==> config.mk <==
export PLATFORM = sky130hd
export DESIGN_NAME = crt_glow_cell
export DESIGN_NICKNAME = d
export VERILOG_FILES = /design/src/hw/rtl/crt_glow_pkg.sv /design/src/hw/rtl/crt_glow_cell.sv
export SDC_FILE = /design/constraint.sdc
export NUM_CORES = 1
export LEC_CHECK = 0
export BUFFER_PORTS_ARGS = -buffer_cell sky130_fd_sc_hd__buf_2
export CORE_MARGIN = 2
export CORE_UTILIZATION = 30
export DETAILED_ROUTE_END_ITERATION = 10
export PLACE_DENSITY_LB_ADDON = 0.2
export SYNTH_ARGS = -nofsm -noshare
export SYNTH_HDL_FRONTEND = slang
export SYNTH_SLANG_ARGS = --single-unit
==> constraint.sdc <==
create_clock -name clk -period 7.9 [get_ports clk]
set_input_delay 1.185 -clock clk [delete_from_list [all_inputs] [get_ports clk]]
set_output_delay 1.185 -clock clk [all_outputs]
set_load 0.01 [all_outputs]
==> src/hw/rtl/crt_glow_pkg.sv <==
// Shared constants, types and tables for the CRT phosphor glow filter.
package crt_glow_pkg;

    localparam int MAX_WIDTH  = 1024;
    localparam int MAX_HEIGHT = 1024;
    localparam int RADIUS     = 3;
    localparam int LINES      = 2 * RADIUS + 1;
    localparam int COL_W      = $clog2(MAX_WIDTH);
    localparam int MOD_W      = $clog2(LINES);
    localparam int SIZE_W     = 11;
    localparam int ROW_W      = 11;
    localparam int LAG_W      = 22;
    localparam int STORE_DEPTH = LINES * MAX_WIDTH;
    localparam int ADDR_W     = MOD_W + COL_W;
    localparam int ENTRY_W    = 9;
    localparam int WT_W       = 12;
    localparam int CFG_IDX_W  = 3;
    localparam int CFG_DATA_W = 11;

    localparam logic [CFG_IDX_W-1:0] CFG_FRAME_WIDTH    = 3'd0;
    localparam logic [CFG_IDX_W-1:0] CFG_FRAME_HEIGHT   = 3'd1;
    localparam logic [CFG_IDX_W-1:0] CFG_LIT_THRESHOLD  = 3'd2;
    localparam logic [CFG_IDX_W-1:0] CFG_PHOSPHOR_RED   = 3'd3;
    localparam logic [CFG_IDX_W-1:0] CFG_PHOSPHOR_GREEN = 3'd4;
    localparam logic [CFG_IDX_W-1:0] CFG_PHOSPHOR_BLUE  = 3'd5;
    localparam logic [CFG_IDX_W-1:0] CFG_SCANLINE_KEEP  = 3'd6;

    // weight by {|dy|, |dx|}
    localparam logic [WT_W-1:0] WEIGHT_TAB [16] = '{
        12'd2169, 12'd1737, 12'd892, 12'd294,
        12'd1737, 12'd1391, 12'd714, 12'd235,
        12'd892,  12'd714,  12'd367, 12'd121,
        12'd294,  12'd235,  12'd121, 12'd40
    };

    typedef struct packed {
        logic            valid;
        logic            center;
        logic            fin;
        logic [7:0]      b;
        logic [WT_W-1:0] wt;
    } tap_t;

endpackage

==> src/hw/rtl/crt_glow_cell.sv <==
// One color channel cell: accumulates glow taps and passes them on to the next cell.
module crt_glow_cell (
    input  logic                 clk,
    input  logic                 rst_n,
    input  logic                 clear,
    input  logic [7:0]           tint,
    input  logic [8:0]           keep,
    input  logic                 odd,
    input  crt_glow_pkg::tap_t   tap_in,
    output crt_glow_pkg::tap_t   tap_out,
    output logic [7:0]           res,
    output logic                 done
);

    logic                          s1_valid_reg, s1_fin_reg;
    logic [15:0]                   s1_p_reg;
    logic [crt_glow_pkg::WT_W-1:0] s1_wt_reg;
    logic                          s2_valid_reg, s2_fin_reg;
    logic [3:0]                    s2_term_reg;
    logic [9:0]                    acc_reg;
    logic                          cen_lit_reg;
    logic [15:0]                   cprod_reg;
    logic                          v_fin_reg;
    logic [7:0]                    v_reg;
    logic [27:0]                   prod;
    logic [7:0]                    g;
    logic [15:0]                   q_sum;
    logic [8:0]                    lit_sum;
    logic [7:0]                    v_next;
    logic [16:0]                   scaled;
    logic [7:0]                    res_next;

    assign prod    = {12'd0, s1_p_reg} * {16'd0, s1_wt_reg};
    assign g       = (acc_reg > 10'd255) ? 8'd255 : acc_reg[7:0];
    // floor(x/255) for x up to 255*255
    assign q_sum   = cprod_reg + {8'd0, cprod_reg[15:8]} + 16'd1;
    assign lit_sum = {1'b0, q_sum[15:8]} + {2'd0, g[7:1]};
    assign v_next  = cen_lit_reg ? (lit_sum[8] ? 8'd255 : lit_sum[7:0]) : g;
    assign scaled  = {9'd0, v_reg} * {8'd0, keep};
    assign res_next = odd ? ((scaled[16]) ? 8'd255 : scaled[15:8]) : v_reg;

    always_ff @(posedge clk or negedge rst_n)
    begin
        if (!rst_n)
        begin
            tap_out      <= '0;
            s1_valid_reg <= 1'b0;
            s1_fin_reg   <= 1'b0;
            s2_valid_reg <= 1'b0;
            s2_fin_reg   <= 1'b0;
            acc_reg      <= '0;
            cen_lit_reg  <= 1'b0;
            v_fin_reg    <= 1'b0;
            done         <= 1'b0;
        end
        else
        begin
            tap_out      <= tap_in;
            s1_valid_reg <= tap_in.valid;
            s1_fin_reg   <= tap_in.fin;
            s2_valid_reg <= s1_valid_reg;
            s2_fin_reg   <= s1_fin_reg;
            v_fin_reg    <= s2_fin_reg;
            done         <= v_fin_reg;
            if (clear)
            begin
                acc_reg     <= '0;
                cen_lit_reg <= 1'b0;
            end
            else
            begin
                if (s2_valid_reg)
                begin
                    acc_reg <= acc_reg + {6'd0, s2_term_reg};
                end
                if (tap_in.center)
                begin
                    cen_lit_reg <= tap_in.valid;
                end
            end
        end
    end

    always_ff @(posedge clk)
    begin
        s1_p_reg    <= {8'd0, tint} * {8'd0, tap_in.b};
        s1_wt_reg   <= tap_in.wt;
        s2_term_reg <= prod[27:24];
        if (tap_in.center)
        begin
            cprod_reg <= {8'd0, tint} * {8'd0, tap_in.b};
        end
        if (s2_fin_reg)
        begin
            v_reg <= v_next;
        end
        if (v_fin_reg)
        begin
            res <= res_next;
        end
    end

endmodule

==> results by group <==
Final layout
  • Share of cells above drive strength 1: 7.56%
  • Antenna Cells: 0
  • Commonest non-fill, non-tap cell in the layout: inv_1
  • Layout area overhead: 9.26%
  • Total Nets Final: 1835
  • Max reg flops: 21
  • Most frequent cells in the layout: inv_1, fa_1, nand2_1, ha_1, and2_1

CTS
  • CTS tree: yes
  • CTS HTree Levels: 3
  • Root buffer cell: clkbuf_16
  • Post-CTS Setup Bufs: 0
  • Total CTS buffers: 9
  • Clock Path Buffers: 2
  • Hold_buf cts: 0
  • CTS clk-pin slew, worst paths: ~0.080 ns
  • Clk sinks: 102
  • Clock latency on the worst-skew pair: 0.37 ns
  • CTS resizes: 0

Global route
  • Met2 GRT Util: 22.5%
  • Met3 Use GR: 1.96%
  • Total GRT Usage: 13.7%
  • Wire length of the first global-routing pass: 50300 um
  • Layer with the highest usage: met2
  • Largest net degree at the start of global routing: 39
  • Total grt overflow: 0
  • Met1 GRT Util: 19.0%
  • Initial antenna violation count: 0
  • Vias in the first global route: 9616

Die
  • Die Y: 214 um
  • Die Span X: approximately 210 um
  • Core Rows: 77
  • Die Area: about 46000 sq um
  • # IOs: 76
  • Core area: 43900 sq um
  • Starting Density: 30.2%

STA
  • Endpoints failing setup: 0
  • Worst Slack Setup Final: ~2.5 ns
  • Worst Skew: roughly 0.010 ns
  • Tmin final: 5.37 ns
  • RSZ-0062 raised after global routing: no
  • Final Cycle Share: 68.0%
  • Hold Fails Final Rpt: 0
  • Worst slew pin tran: 0.722 ns
  • FMAX: 0.186 GHz
  • Max Slew Vio Count: 0
  • TNS Setup: 0 ns
  • Slew margin rel.: between 50% and 60%

Synthesis
  • Register area share after synthesis: 19.3%
  • #FFs+latches synth: between 100 and 150
  • Yosys warning count: 0
  • Synth Instances: roughly 1.4k
  • Distinct cells, synth: 54
  • Synth async-reset ratio: 37.3%
  • Post-synth net total: 1795
  • Synth area leader: fa_1
  • Post-synth EDFFs: 32
  • Mapped Area: 13300 sq um
  • Synth top area share: 32.9%
  • Ranking of synthesized cells by area: fa_1, ha_1, inv_1
  • Mean post-synth cell area: 9.59 sq um
  • Primary FF master, synth: dfrtp_1

Worst setup path
  • Arrival time at the worst endpoint: 5.64 ns
  • Crit path to: s2_term_reg[2]
  • Crit Path Max Fanout: 16
  • Reg2reg path depth: 17
  • Worst path required time: 8.17 ns
  • FF-to-FF End: s2_term_reg[2]
  • Setup CP Type: flop to flop
  • Endpoint type of the worst setup path: flop
  • Startpoint Class: flop
  • Origin of the critical flop-to-flop path: s1_wt_reg[3]
  • Worst setup path start: s1_wt_reg[3]
  • Setup slack, reg-to-reg: 2.53 ns

Run status
  • Status: complete, no violations

Drt
  • DRT iter0 DRCs: 352
  • Via/cell ratio: 4.46
  • Number of nets still failing antenna checks after routing: 0
  • WL final: between 20000 and 30000 um
  • Post-route DRC: 0
  • Avg WL per Cell: approximately 15 um
  • Via count: 9005
  • Drt pass-1 iters: 4

Placement
  • Setup WS pre-CTS: 2.23 ns
  • Input/output buffers: 75
  • GPL Wtd Cong: 0.796
  • Post-detail-place hpwl: 24200 um

Flow run
  • Max-Cap Viols: 0

Min path
  • HP Class: flop to flop
## cells in the mapped netlist (5+ instances only)
cell type	instances
a31oi_1	17
a211oi_1	5
and2_1	130
xnor2_1	30
nand3_1	9
edfxtp_1	32
nor2_1	43
inv_1	280
dfrtp_1	38
a21oi_1	28
ha_1	150
dfxtp_1	32
nor3_1	7
o21ai_0	10
fa_1	218
xor2_1	14
and3_1	8
clkbuf_1	41
or3_1	10
nand2_1	206
a21o_1	15
## kinds of logic after synthesis
| family | after synthesis | synth area share (%) |
|---|---|---|
| AOI/OAI and AO/OA | 103 | 5.27 |
| muxes | 5 | 0.387 |
| adders and majority gates | 368 | 47.1 |
| and+or+nand+nor | 433 | 15.6 |
| buffers and inverters | 327 | 9.35 |
| xor gates and xnor gates | 45 | 3.03 |
| DFF | 102 | 19.3 |
## through the flow
stage	hold WS, ns	area, sq um	util, %	cells
floorplan	0.355	13300	-	1383
global placement	0.355	14200	32.3	2004
detailed placement	0.358	14200	32.3	2004
CTS	0.380	14500	33.0	2020
global route	0.384	14500	33.0	2020
finish	0.373	14500	33.0	2020
## worst min path at each step
| stage | cells after the start | end | from | slack [ns] |
|---|---|---|---|---|
| after floorplan | 0 | s2_fin_reg | s1_fin_reg | 0.35 |
| after global placement | 0 | s2_valid_reg | s1_valid_reg | 0.36 |
| after CTS | 0 | s2_fin_reg | s1_fin_reg | 0.38 |
| after global routing | 0 | s2_fin_reg | s1_fin_reg | 0.38 |
| after detailed placement | 0 | s2_valid_reg | s1_valid_reg | 0.36 |
| final | 0 | s2_fin_reg | s1_fin_reg | 0.37 |
## area by class of cell
| class | count | area, sq um |
|---|---|---|
| inverter | 280 | 1050 |
| fill | 4621 | 29400 |
| multi-input combinational | 954 | 9470 |
| tap | 592 | 741 |
| timing repair buffer | 76 | 383 |
| clock inverter | 6 | 53.8 |
| sequential | 102 | 2550 |
| clock buffer | 10 | 239 |
## layer usage
layer	part of all wire (%)	vias to the layer above
met5	0	-
met3	3.0	26
met4	1.5	0
li1	-	4310
met1	47	4531
met2	48	138
## critical path, cell delays in order, from the launching register on
cell and delay (ns):
dfxtp_1 0.73, nand2_1 0.16, fa_1 0.56, inv_1 0.05
fa_1 0.48, fa_1 0.53, fa_1 0.50, inv_1 0.05
fa_1 0.47, inv_1 0.04, ha_1 0.28, o21ai_0 0.09
a211oi_1 0.62, and3_1 0.25, a22oi_1 0.08, nand3b_1 0.16
a21oi_1 0.09, xnor2_1 0.13
Power is left out: the tool's default activity adds up to more than one toggle a clock period on the data nets, which glitch-free logic cannot reach.
